$ cat src/rtl/spq_pkg.sv
// Shared constants and types for the sorted priority queue.
package spq_pkg;

    localparam int VAL_W     = 32;
    localparam int COUNT_W   = 4;
    localparam int STATUS_W  = 2;
    localparam int DEPTH_DEF = 8;

    typedef logic [STATUS_W-1:0] status_t;

    localparam status_t ST_OK    = 2'd0;
    localparam status_t ST_FULL  = 2'd1;
    localparam status_t ST_EMPTY = 2'd2;

    localparam logic MODE_INSERT = 1'b0;
    localparam logic MODE_DELETE = 1'b1;

endpackage

$ cat src/rtl/spq_if.sv
// Request and response channel interfaces of the sorted priority queue.
interface spq_req_if;
    logic                             valid;
    logic                             ready;
    logic                             mode;
    logic signed [spq_pkg::VAL_W-1:0] value;

    modport source (output valid, output mode, output value, input ready);
    modport sink   (input valid, input mode, input value, output ready);
endinterface

interface spq_rsp_if;
    logic                               valid;
    logic                               ready;
    spq_pkg::status_t                   status;
    logic signed [spq_pkg::VAL_W-1:0]   removed_value;
    logic        [spq_pkg::COUNT_W-1:0] count;

    modport source (output valid, output status, output removed_value, output count,
                    input ready);
    modport sink   (input valid, input status, input removed_value, input count,
                    output ready);
endinterface

$ cat src/rtl/sorted_priority_queue.sv
// Sorted priority queue: top level with the insert/delete sequencer.
//
// Usage: requests arrive on req (mode 0 insert value, mode 1 delete the
// smallest entry); every request gives exactly one response on rsp with
// status (ok, full, empty), the removed value (zero unless a delete
// succeeded) and the entry count after the request. Entries sit in
// ascending order in a single-port-write RAM; one signed comparator and
// the RAM port are reused for every element the request touches.
// Sequencing: a refused request (full or empty) or an insert into an empty
// queue is answered straight from idle. Otherwise an insert walks from the
// tail toward the head, moving each entry not below the new value up, and
// a delete walks from the head, moving each entry down. Each element step
// is a RAM read then a compare/move; an insert at the head ends in a write.
// Throughput: one request at a time; req.ready is low while a request is
// in progress and while a response is held and not taken.
// Reset: the queue is empty and no response is pending; RAM contents are
// not cleared, since only live entries are ever read.
// Stall: the response is held in an output register until rsp.ready.
module sorted_priority_queue #(
    parameter int DEPTH = spq_pkg::DEPTH_DEF
) (
    input  logic       clk,
    input  logic       rst_n,
    spq_req_if.sink    req,
    spq_rsp_if.source  rsp
);

    localparam int AW = (DEPTH > 1) ? $clog2(DEPTH) : 1;
    localparam int CW = $clog2(DEPTH + 1);

    typedef enum logic [1:0] {
        S_IDLE,
        S_RD,
        S_CMP,
        S_WR0
    } state_t;

    state_t                           state_reg;
    logic                             op_reg;
    logic signed [spq_pkg::VAL_W-1:0] val_reg;
    logic        [AW-1:0]             idx_reg;
    logic        [CW-1:0]             held_reg;
    logic signed [spq_pkg::VAL_W-1:0] removed_reg;

    logic                               out_valid_reg;
    spq_pkg::status_t                   status_reg;
    logic signed [spq_pkg::VAL_W-1:0]   rmv_out_reg;
    logic        [spq_pkg::COUNT_W-1:0] count_reg;

    logic                             req_fire;
    logic                             quick_rsp;
    logic                             ram_we;
    logic        [AW-1:0]             ram_waddr;
    logic        [spq_pkg::VAL_W-1:0] ram_wdata;
    logic        [spq_pkg::VAL_W-1:0] ram_rdata;
    logic signed [spq_pkg::VAL_W-1:0] rd_val;
    logic                             val_le;
    logic                             idx_last;
    logic                             is_full;
    logic                             is_empty;

    assign req.ready = (state_reg == S_IDLE) && (!out_valid_reg || rsp.ready);
    assign req_fire  = req.valid && req.ready;
    // request answered straight from idle
    assign quick_rsp = req_fire && ((req.mode == spq_pkg::MODE_INSERT) ?
                                    (is_full || is_empty) : is_empty);

    assign rd_val   = $signed(ram_rdata);
    // shared comparator: new value goes ahead of equal entries
    assign val_le   = (val_reg <= rd_val);
    assign idx_last = ((CW'(idx_reg) + CW'(1)) == held_reg);
    assign is_full  = (held_reg == CW'(DEPTH));
    assign is_empty = (held_reg == '0);

    always_comb
    begin
        ram_we    = 1'b0;
        ram_waddr = '0;
        ram_wdata = val_reg;
        case (state_reg)
            S_IDLE:
            begin
                if (req_fire && req.mode == spq_pkg::MODE_INSERT && is_empty)
                begin
                    ram_we    = 1'b1;
                    ram_wdata = req.value;
                end
            end
            S_CMP:
            begin
                if (op_reg == spq_pkg::MODE_INSERT)
                begin
                    ram_we    = 1'b1;
                    ram_waddr = AW'(idx_reg + AW'(1));
                    ram_wdata = val_le ? ram_rdata : val_reg;
                end
                else if (idx_reg != '0)
                begin
                    ram_we    = 1'b1;
                    ram_waddr = AW'(idx_reg - AW'(1));
                    ram_wdata = ram_rdata;
                end
            end
            S_WR0:
            begin
                ram_we = 1'b1;
            end
            default:
            begin
                ram_we = 1'b0;
            end
        endcase
    end

    spq_ram #(
        .WIDTH (spq_pkg::VAL_W),
        .DEPTH (DEPTH)
    ) u_ram (
        .clk   (clk),
        .we    (ram_we),
        .waddr (ram_waddr),
        .wdata (ram_wdata),
        .raddr (idx_reg),
        .rdata (ram_rdata)
    );

    always_ff @(posedge clk or negedge rst_n)
    begin
        if (!rst_n)
        begin
            state_reg     <= S_IDLE;
            held_reg      <= '0;
            out_valid_reg <= 1'b0;
            op_reg        <= spq_pkg::MODE_INSERT;
            idx_reg       <= '0;
            val_reg       <= '0;
            removed_reg   <= '0;
            status_reg    <= spq_pkg::ST_OK;
            rmv_out_reg   <= '0;
            count_reg     <= '0;
        end
        else
        begin
            if (out_valid_reg && rsp.ready && !quick_rsp)
            begin
                out_valid_reg <= 1'b0;
            end
            case (state_reg)
                S_IDLE:
                begin
                    if (req_fire)
                    begin
                        op_reg  <= req.mode;
                        val_reg <= req.value;
                        if (req.mode == spq_pkg::MODE_INSERT)
                        begin
                            if (is_full)
                            begin
                                out_valid_reg <= 1'b1;
                                status_reg    <= spq_pkg::ST_FULL;
                                rmv_out_reg   <= '0;
                                count_reg     <= spq_pkg::COUNT_W'(held_reg);
                            end
                            else if (is_empty)
                            begin
                                held_reg      <= CW'(1);
                                out_valid_reg <= 1'b1;
                                status_reg    <= spq_pkg::ST_OK;
                                rmv_out_reg   <= '0;
                                count_reg     <= spq_pkg::COUNT_W'(1);
                            end
                            else
                            begin
                                // walk from the tail toward the head
                                idx_reg   <= AW'(held_reg - CW'(1));
                                state_reg <= S_RD;
                            end
                        end
                        else
                        begin
                            if (is_empty)
                            begin
                                out_valid_reg <= 1'b1;
                                status_reg    <= spq_pkg::ST_EMPTY;
                                rmv_out_reg   <= '0;
                                count_reg     <= '0;
                            end
                            else
                            begin
                                idx_reg   <= '0;
                                state_reg <= S_RD;
                            end
                        end
                    end
                end
                S_RD:
                begin
                    state_reg <= S_CMP;
                end
                S_CMP:
                begin
                    if (op_reg == spq_pkg::MODE_INSERT)
                    begin
                        if (!val_le)
                        begin
                            held_reg      <= CW'(held_reg + CW'(1));
                            out_valid_reg <= 1'b1;
                            status_reg    <= spq_pkg::ST_OK;
                            rmv_out_reg   <= '0;
                            count_reg     <= spq_pkg::COUNT_W'(held_reg + CW'(1));
                            state_reg     <= S_IDLE;
                        end
                        else if (idx_reg == '0)
                        begin
                            state_reg <= S_WR0;
                        end
                        else
                        begin
                            idx_reg   <= AW'(idx_reg - AW'(1));
                            state_reg <= S_RD;
                        end
                    end
                    else
                    begin
                        if (idx_reg == '0)
                        begin
                            removed_reg <= rd_val;
                        end
                        if (idx_last)
                        begin
                            held_reg      <= CW'(held_reg - CW'(1));
                            out_valid_reg <= 1'b1;
                            status_reg    <= spq_pkg::ST_OK;
                            rmv_out_reg   <= (idx_reg == '0) ? rd_val : removed_reg;
                            count_reg     <= spq_pkg::COUNT_W'(held_reg - CW'(1));
                            state_reg     <= S_IDLE;
                        end
                        else
                        begin
                            idx_reg   <= AW'(idx_reg + AW'(1));
                            state_reg <= S_RD;
                        end
                    end
                end
                S_WR0:
                begin
                    held_reg      <= CW'(held_reg + CW'(1));
                    out_valid_reg <= 1'b1;
                    status_reg    <= spq_pkg::ST_OK;
                    rmv_out_reg   <= '0;
                    count_reg     <= spq_pkg::COUNT_W'(held_reg + CW'(1));
                    state_reg     <= S_IDLE;
                end
                default:
                begin
                    state_reg <= S_IDLE;
                end
            endcase
        end
    end

    assign rsp.valid         = out_valid_reg;
    assign rsp.status        = status_reg;
    assign rsp.removed_value = rmv_out_reg;
    assign rsp.count         = count_reg;

endmodule

$ cat src/rtl/spq_ram.sv
// Generic single-write, single-read RAM with registered read data.
module spq_ram #(
    parameter int WIDTH = spq_pkg::VAL_W,
    parameter int DEPTH = spq_pkg::DEPTH_DEF
) (
    input  logic                     clk,
    input  logic                     we,
    input  logic [$clog2(DEPTH)-1:0] waddr,
    input  logic [WIDTH-1:0]         wdata,
    input  logic [$clog2(DEPTH)-1:0] raddr,
    output logic [WIDTH-1:0]         rdata
);

    logic [WIDTH-1:0] mem [DEPTH];
    logic [WIDTH-1:0] rdata_reg;

    always_ff @(posedge clk)
    begin
        if (we)
        begin
            mem[waddr] <= wdata;
        end
        rdata_reg <= mem[raddr];
    end

    assign rdata = rdata_reg;

endmodule

$ cat src/flat_wrapper.sv
// flat-port wrapper written by rule: the top's interface ports become plain ports
module sorted_priority_queue_flat 
#(
    parameter int DEPTH = spq_pkg::DEPTH_DEF
)
  (clk, rst_n, req_valid, req_mode, req_value, req_ready, rsp_valid, rsp_status, rsp_removed_value, rsp_count, rsp_ready);
  spq_req_if req_i ();
  spq_rsp_if rsp_i ();
  input  logic clk;
  input  logic rst_n;
  input wire logic [$bits(req_i.valid)-1:0] req_valid;
  input wire logic [$bits(req_i.mode)-1:0] req_mode;
  input wire logic [$bits(req_i.value)-1:0] req_value;
  output wire logic [$bits(req_i.ready)-1:0] req_ready;
  output wire logic [$bits(rsp_i.valid)-1:0] rsp_valid;
  output wire logic [$bits(rsp_i.status)-1:0] rsp_status;
  output wire logic [$bits(rsp_i.removed_value)-1:0] rsp_removed_value;
  output wire logic [$bits(rsp_i.count)-1:0] rsp_count;
  input wire logic [$bits(rsp_i.ready)-1:0] rsp_ready;
  assign req_i.valid = req_valid;
  assign req_i.mode = req_mode;
  assign req_i.value = req_value;
  assign req_ready = req_i.ready;
  assign rsp_valid = rsp_i.valid;
  assign rsp_status = rsp_i.status;
  assign rsp_removed_value = rsp_i.removed_value;
  assign rsp_count = rsp_i.count;
  assign rsp_i.ready = rsp_ready;
  sorted_priority_queue #(.DEPTH(DEPTH)) u_core (.clk(clk), .rst_n(rst_n), .req(req_i), .rsp(rsp_i));
endmodule
$ cat config.mk
export PLATFORM = sky130hd
export DESIGN_NAME = sorted_priority_queue_flat
export DESIGN_NICKNAME = d
export VERILOG_FILES = /design/src/rtl/spq_pkg.sv /design/src/rtl/spq_if.sv /design/src/rtl/sorted_priority_queue.sv /design/src/rtl/spq_ram.sv /design/src/flat_wrapper.sv
export SDC_FILE = /design/constraint.sdc
export NUM_CORES = 1
export LEC_CHECK = 0
export ABC_CLOCK_PERIOD_IN_PS = 5530
export BUFFER_PORTS_ARGS = -buffer_cell sky130_fd_sc_hd__buf_4
export CELL_PAD_IN_SITES_DETAIL_PLACEMENT = 1
export CELL_PAD_IN_SITES_GLOBAL_PLACEMENT = 1
export CORE_UTILIZATION = 52
export CTS_CLUSTER_DIAMETER = 100
export DETAILED_ROUTE_END_ITERATION = 16
export HOLD_SLACK_MARGIN = 0.08
export PLACE_DENSITY = 0.84
export SYNTH_ARGS = -nofsm -noshare
export SYNTH_HDL_FRONTEND = slang
export SYNTH_SLANG_ARGS = --single-unit
$ cat constraint.sdc
create_clock -name clk -period 5.53 [get_ports clk]
set_input_delay 1.106 -clock clk [delete_from_list [all_inputs] [get_ports clk]]
set_output_delay 1.106 -clock clk [all_outputs]
set_load 0.02 [all_outputs]
==> results of run 1 <==
## worst paths after layout
check                                                to                   start  cells after the start
max                              u_core.u_ram.mem[1][4]  u_core.u_ram.rdata[15]                      9
min reg2reg                       u_core.removed_reg[8]   u_core.removed_reg[8]                      2
max reg2reg                      u_core.u_ram.mem[1][4]  u_core.u_ram.rdata[15]                      9
min in group clk                  u_core.removed_reg[8]   u_core.removed_reg[8]                      2
min                                       u_core.op_reg                   rst_n                      1
max in group asynchronous  u_core.rsp.removed_value[17]                   rst_n                      2
## cells by family (layout without fill, tap and decap cells)
| kind of cell | Yosys count | count (layout) | share of synthesized area [%] |
|---|---|---|---|
| XOR/XNOR | 9 | 9 | 0.463 |
| AND/OR/NAND/NOR | 278 | 278 | 7.00 |
| AO/OA/AOI/OAI | 199 | 199 | 8.09 |
| multiplexers | 148 | 148 | 13.6 |
| buffers and inverters | 109 | 222 | 2.55 |
| adder cells (fa/ha/maj) | 38 | 38 | 2.79 |
| flip-flops | 401 | 401 | 65.5 |
## metrics by stage
stage	hold WS, ns	area, µm²	setup WS, ns	util [%]
floorplan	0.449	17000	1.18	-
global placement	0.460	18200	1.68	57.0
detailed placement	0.469	18200	1.42	57.0
CTS	0.407	19500	1.26	61.2
global route	0.413	19500	1.09	61.2
finish	0.416	19500	1.16	61.2
## metal layers
layer  vias to the layer above  GRT usage, %  routed length [µm]
li1                       4623             -                   -
met1                      5763          38.6               19100
met2                       559          51.4               24300
met3                       129          4.83                3540
met4                         0          11.8                1740
met5                         -             0                   0
## final cells by class
type | count | area [µm²]
clock buffers | 60 | 1190
well taps | 435 | 544
inverters | 43 | 161
repair buffers | 102 | 766
fillers | 2963 | 12400
clock inverters | 17 | 160
flip-flops and latches | 401 | 11200
multi-input cells | 672 | 5540
## synth_stat cells (3+ instances only)
cell type  count
a21o_1         5
nor3_1         9
o21ai_0       47
mux2i_1       49
inv_1         41
nor4_1         4
dfrtp_1      113
buf_1         16
and2_1         3
a31oi_1        3
a221oi_1      11
nand2b_1       4
ha_1          38
o21ai_1        9
buf_4          3
xor2_1         6
mux4_2        64
a21oi_1       50
dfxtp_1       32
a221o_1       22
clkbuf_1      40
mux2_2        35
nand3_1        7
nand4_1        7
xnor2_1        3
buf_2          6
o2bb2ai_1     32
nor2_1        20
edfxtp_1     256
nand2_1      209
## worst max-delay path, cell delays in order, from the launching register on
cell	delay, ns
dfxtp_1	0.39
inv_1	0.09
ha_1	0.33
nand4_1	0.26
nor4_1	0.59
a41oi_1	0.25
o31a_1	0.26
nor3_2	0.86
mux2i_1	0.19
o21ai_0	0.79
## report_power, final
part | switching, W | internal (W) | total [W]
Combinational | 0.00288 | 0.00173 | 0.00461
Sequential | 0.000612 | 0.00445 | 0.00506
Clock | 0.00117 | 0.00160 | 0.00278
==> results.txt, run 1 <==
- Wires add up to ~49000 µm.
- After the first detailed-routing iteration, the DRC count stood at between 1000 and 1500.
- Relative max-transition margin: approximately 28%
- Power per cell area: between 600 and 700 nW/µm²
- The die is around 180 µm tall.
* Die width: around 180 µm
- Post-Syn Area: between 15000 and 20000 µm²
- Effective utilization at floorplan: between 50% and 60%
* WL per Instance: around 28 µm
- Number of H-tree levels: 2
- TritonCTS built the clock tree.
- The count of buffers added on input and output ports is 76.
* Share of async-settable or async-resettable flops after synthesis: between 20% and 30%
- Critical path start-end classification: flip-flop to flip-flop
- Global routing used around 30% of the available tracks.
- In the routed design, unresolved DRC markers number 0.
- Launching element type of the critical path: flip-flop
- The number of antenna violations at the first check in global routing is 0.
* Number of buffers created by CTS: between 40 and 50
* Hold-fix buffer count after cts: 0
- Synth area leader: edfxtp_1
- Data arrives at the worst endpoint at approximately 4.6 ns.
- During synthesis, Yosys emitted a total of 0 warnings.
- Counting distinct cell types in the post-synthesis netlist gives 62.
* Num rows: 65
- The register with the most flip-flops in the layout has roughly 260 of them.
* Count of final max-slew check failures: 0
- From synthesis to final layout, the design area changed by 14.5%.
- The repair_antennas step left the layout with diodes totalling 0.
- The number of placed instances, taps included, is between 1500 and 2000.
* Critical Path Fanout Max: 8
- # resized after CTS: 0
* Via count: about 11000
* Shortest clock period the worst path allows after layout: between 4 and 5 ns
- In this run the remaining antenna-violating nets after routing total 0.
* Top register by number of flip-flops: u_core.u_ram.mem
- The design draws approximately 0.012 W.
- Of the cells placed in the final design, the portion with a size suffix greater than 1 is 22.4%.
- Static timing analysis puts the maximum clock frequency at between 200 and 250 MHz.
* Post-synth top flop: edfxtp_1
- Mean post-synth cell area: 14.4 µm²
* Commonest cells after routing, fill and taps aside: edfxtp_1, nand2_1, dfrtp_1, buf_4, mux4_2
* I/O pin total: 77
* Endpoint type of the worst setup path: flip-flop
- Sequential cells were found to cover 65.5% of the synthesized design area.
- Die area: roughly 34000 µm²
- Weighted congestion at the end of routability-driven global placement: ~0.8
- Static leakage power: between 7 and 8 nW
- Result of the run: complete, no violations
- Max cap viols: 0
* Slack of the worst reg-to-reg path: roughly 1.2 ns
- CTS clock-pin slew for the worst setup and hold paths: ~0.060 ns
* Clock tree root buffer cell: clkbuf_16
* Share of the synthesized area in the top cell type: between 40 and 50%
- Commonest non-fill, non-tap cell in the layout: edfxtp_1
- The worst hold path belongs to the class primary input to asynchronous set/reset pin.
- CTS sink cnt: about 400
- Entering global routing, the biggest net connects 65 pins.
* Setup Fix Bufs, Post-CTS: 0
- In this run, synthesis produced a sequential element count of around 400.
- Final net count: ~1300
* Final-report hold violation count: 0
- Required time worst endpoint: between 5 and 6 ns
- Worst slew pin tran: about 1.1 ns
- After synthesis, the cell types taking the most area are edfxtp_1, dfrtp_1, mux4_2.
- Summed over all nets, the half-perimeter wirelength after detailed placement is 28800 µm.
- Floorplan Core Area: about 32000 µm²
* Period utilization: between 70% and 80%
* Post-DR vias/cell: 6.40
- The finished layout holds 1730 standard cells, fillers aside.
- VDD IR max: around 0.31 mV
- On the final layout, the worst clock skew is 0.0334 ns.
* Worst-skew pair later-pin latency: between 0.5 and 0.6 ns
- Post-route setup TNS: 0 ns
- Setup repair after global routing missed its margin: false
- Maximum clock path buffer count: 3
- The first detailed-routing pass took 5 iterations.
- The total overflow left after global routing is 0.
- Number of global-route vias before repair: 12100
* Wire length of the first global-routing pass: ~74000 µm
- Final setup viols: 0
- Counting flops with a built-in enable in the synthesized netlist gives 256.
- When the netlist entered floorplanning its net count stood at roughly 1300.
* Number of instances in the synthesized netlist: approximately 1200
Note: power is estimated with default switching activity, not from simulation.
==> inputs of run 2 (changes only) <==
--- a/config.mk
+++ b/config.mk
@@ -5,15 +5,16 @@
 export SDC_FILE = /design/constraint.sdc
 export NUM_CORES = 1
 export LEC_CHECK = 0
-export ABC_CLOCK_PERIOD_IN_PS = 5530
+export ABC_AREA = 1
+export ABC_CLOCK_PERIOD_IN_PS = 3900
 export BUFFER_PORTS_ARGS = -buffer_cell sky130_fd_sc_hd__buf_4
 export CELL_PAD_IN_SITES_DETAIL_PLACEMENT = 1
 export CELL_PAD_IN_SITES_GLOBAL_PLACEMENT = 1
-export CORE_UTILIZATION = 52
+export CORE_UTILIZATION = 44
 export CTS_CLUSTER_DIAMETER = 100
 export DETAILED_ROUTE_END_ITERATION = 16
 export HOLD_SLACK_MARGIN = 0.08
-export PLACE_DENSITY = 0.84
+export PLACE_DENSITY = 0.81
 export SYNTH_ARGS = -nofsm -noshare
 export SYNTH_HDL_FRONTEND = slang
 export SYNTH_SLANG_ARGS = --single-unit
==> constraint.sdc (replaced) <==
create_clock -name clk -period 3.9 [get_ports clk]
set_input_delay 0.78 -clock clk [delete_from_list [all_inputs] [get_ports clk]]
set_output_delay 0.78 -clock clk [all_outputs]
set_load 0.02 [all_outputs]
==> results.txt, run 2 <==
- nand2_1 is the most common cell in the netlist.
- The total I/O pin count came to 77 (unchanged).
- Storage element area: 11200 µm² (unchanged)
* Share of final-layout standard cells stronger than drive strength 1: 11.0% (-11 points)
- Number of H-tree levels: 2 (unchanged)
* Mean post-synth cell area: 9.33 µm² (-35%)
- The highest net fanout along the worst path came to 44 (+36).
* Critical path start-end classification: flip-flop to flip-flop
* Final routed DRC violation total: 0 (unchanged)
- The count of hold buffers inserted by post-cts repair was 0 (unchanged).
* Commonest cells after routing, fill and taps aside: nand2_1, o21ai_0, nor2_1, edfxtp_1, inv_1
- The worst-case clock buffer depth came to 3 (unchanged).
- Worst setup path endpoint: u_core.u_ram.mem[7][19]
* Wire length of the first global-routing pass: 93200 µm (+25%)
* Required time worst endpoint: 4.16 ns (-1.55 ns)
- Number of buffers created by CTS: 43 (+2.4%)
* Number of flip-flops under the largest register name: 256 (unchanged)
- The sequential element share of the synthesized area is 59.8% (-5.7 points).
- The worst setup path is launched from a flip-flop.
- Cell types with the largest area share after synthesis: edfxtp_1, dfrtp_1, nand2_1
- The total power was 0.0207 W (+67%).
- Die area: 43200 µm² (+29%)
* Number of distinct standard cells referenced by the synthesized netlist: 44 (-29%)
* Floorplan die height: 208 µm (+14%)
- The total vias in the final route was 15400 (+39%).
* Area occupied by multi-input gates: 6480 µm² (+17%)
- The post-cts sizing count came to 0 (unchanged).
- Max cap viols: 0 (unchanged)
* Post-synth top flop: edfxtp_1
* Post-Syn Area: 18700 µm² (+9.5%)
- Signal routing reaches up to met4.
- Setup repair after global routing left no endpoint under its margin.
- Detailed placer's ending HPWL: 36400 µm (+26%)
* Count of synthesis-stage warnings from yosys: 0 (unchanged)
* Data arrival time of the critical path: 3.70 ns (-0.85 ns)
- The library cell used most frequently in the layout, excluding fill and tap cells, is nand2_1.
- Weighted congestion at the end of routability-driven global placement: 0.884 (+13%)
- Shortest clock period the worst path allows after layout: 3.44 ns (-0.924 ns)
- Fillers: 4696 (+58%)
- Number of antenna cells inserted: 0 (unchanged)
* Fin Clk Skew: 0.0157 ns (-0.0177 ns)
- The global-route congestion overflow total came to 0 (unchanged).
- The most critical setup path has its startpoint at u_core.u_ram.rdata[31].
* Clock tree root buffer cell: clkbuf_16
* Top post-synthesis cells by count: nand2_1, o21ai_0, nor2_1
- The post-synthesis net count is 2075 (+65%).
- The number of setup violations in the final report came to 0 (unchanged).
- Number of instances in the synthesized netlist: 2000 (+69%)
* Maximum number of pins on one net before global-route repair: 93 (+43%)
- Endpoint type of the worst setup path: flip-flop
- The detailed-router iteration count before antenna repair came to 6 (+1).
- Floorplan Core Area: 41900 µm² (+31%)
* CTS tree: yes
- Num rows: 75 (+15%)
* WL per Instance: 22.9 µm (-18%)
- The startpoint identified for the worst register-to-register timing path is u_core.u_ram.rdata[31].
- The worst-margin pin slew came to 1.04 ns (-0.0323 ns).
* Metal3 WL: 3870 µm (+9.3%)
- Static leakage power: 8.87 nW (+18%)
- DRT met1 WL: 25000 µm (+31%)
* Post-route ant nets: 0 (unchanged)
- The share of flip-flops with an asynchronous set or reset was 28.2% (unchanged).
* Die width: 208 µm (+14%)
- The total routing resource utilization after global routing is 28.0% (-2.1 points).
- The largest total area in the synthesized netlist belongs to edfxtp_1.
- Worst-skew pair later-pin latency: 0.58 ns (+0.03 ns)
- The number of buffers inserted to repair setup after CTS is 0 (unchanged).
- Relative max-transition margin: 30.5% (+2.4 points)
* Routed length on met2: 28800 µm (+18%)
- Post-DR vias/cell: 5.91 (-7.7%)
* Number of global-route vias before repair: 16200 (+34%)
* Slack of the worst reg-to-reg path: 0.46 ns (-0.71 ns)
- Counting flops per register, the top entry is u_core.u_ram.mem.
- Number of enable flip-flop cells after synthesis: 256 (unchanged)
- Port buffer count: 76 (unchanged)
* Number of cells on the worst reg-to-reg path: 14 (+5)
* Antenna violations before repair: 0 (unchanged)
* Highest attainable clock frequency: 290 MHz (+27%)
* Power per cell area: 970 nW/µm² (+52%)
- The final-report hold violation count is 0 (unchanged).
* CTS clock-pin slew for the worst setup and hold paths: 0.06 ns (about the same)
- The wire length reported by the detailed router came to 59800 µm (+23%).
- Effective utilization at floorplan: 44.6% (-8.9 points)
- The flow ran to the end, and the final reports show no timing, DRC or antenna violations.
- The clock sink total was 401 (unchanged).
- The DRC marker count from the first detailed-route iteration is 1457 (+29%).
- The endpoint identified for the worst register-to-register timing path is u_core.u_ram.mem[7][19].
* VDD IR max: 0.568 mV (+81%)
* Worst Hold Slack: 0.361 ns (-0.0547 ns)
- Share of the synthesized area in the top cell type: 41.2% (-3.9 points)
- Count of final max-slew check failures: 0 (unchanged)
- The final period utilization was 88.3% (+9.3 points).
- The post-synthesis register bit count is 401 (unchanged).
- The synthesis-to-layout area growth was 14.5% (about the same).
- The net total in the final layout is 2112 (+58%).
- The worst hold path belongs to the class primary input to asynchronous set/reset pin.
[run 2: changes by cell type after synthesis, sizes merged, moves of 32 or more]
cell     delta
clkbuf     +51
inv       +108
mux2       -35
mux2i      -49
mux4       -64
nand2     +190
nand3      +86
nor2      +252
o21ai     +248
o22ai      +34
o2bb2ai    -32
[run 2: metrics by stage]
stage / util, % / setup WS (ns) / cell area, µm² / cells / TNS (ns)
finish: 51.1 / 0.455 / 21400 / 2610 / 0
global route: 51.1 / 0.303 / 21400 / 2610 / 0
CTS: 51.1 / 0.516 / 21400 / 2610 / 0
detailed placement: 47.4 / 0.556 / 19800 / 2531 / 0
global placement: 47.4 / 0.695 / 19800 / 2531 / 0
floorplan: - / -0.306 / 18700 / 2000 / -59.42
[run 2: how the worst min path moves through the flow]
stage / endpoint / slack (ns)
after floorplan: u_core.held_reg[0] / 0.48
after global placement: u_core.rsp.count[2] / 0.47
after detailed placement: u_core.rsp.status[1] / 0.48
after CTS: u_core.removed_reg[4] / 0.39
after global routing: u_core.rsp.removed_value[5] / 0.45
final: u_core.rsp.removed_value[7] / 0.36
[run 2: report_power, final]
group	total, W	internal, W	switching, W
Combinational	0.00921	0.00255	0.00666
Clock	0.00438	0.00262	0.00176
Sequential	0.00715	0.00640	0.000750
[run 2: layer usage]
metal / track usage (%) / vias to the layer above
li1: - / 6910
met1: 36.2 / 7793
met2: 46.6 / 556
met3: 4.42 / 155
met4: 12.6 / 0
met5: 0 / -
[run 2: logic make-up after synthesis]
logic type | after synthesis | share of synthesized area (%)
xor gates and xnor gates | 6 | 0.282
AOI/OAI and AO/OA | 486 | 14.2
DFF | 401 | 59.8
buffers and inverters | 275 | 5.86
adders and majority gates | 38 | 2.55
and+or+nand+nor | 794 | 17.3
[run 2: critical path, cell delays in order, from the launching register on]
cell and delay (ns):
dfxtp_1 0.38, inv_1 0.11, ha_1 0.41, a21oi_1 0.18
o21a_1 0.14, nand2_1 0.07, nor2_1 0.30, nand3_2 0.42
nand3_2 0.31, buf_12 0.26, nand2_1 0.10, nand3_1 0.09
nand2_1 0.05, nand2_1 0.07, nand2_1 0.18
[run 2: area by class of cell]
class                   instances  area share, %
flip-flops and latches        401           52.2
multi-input cells            1324           30.4
clock buffers                  53           5.84
repair buffers                118           4.50
well taps                     539           3.16
inverters                     149           2.63
clock inverters                26           1.29
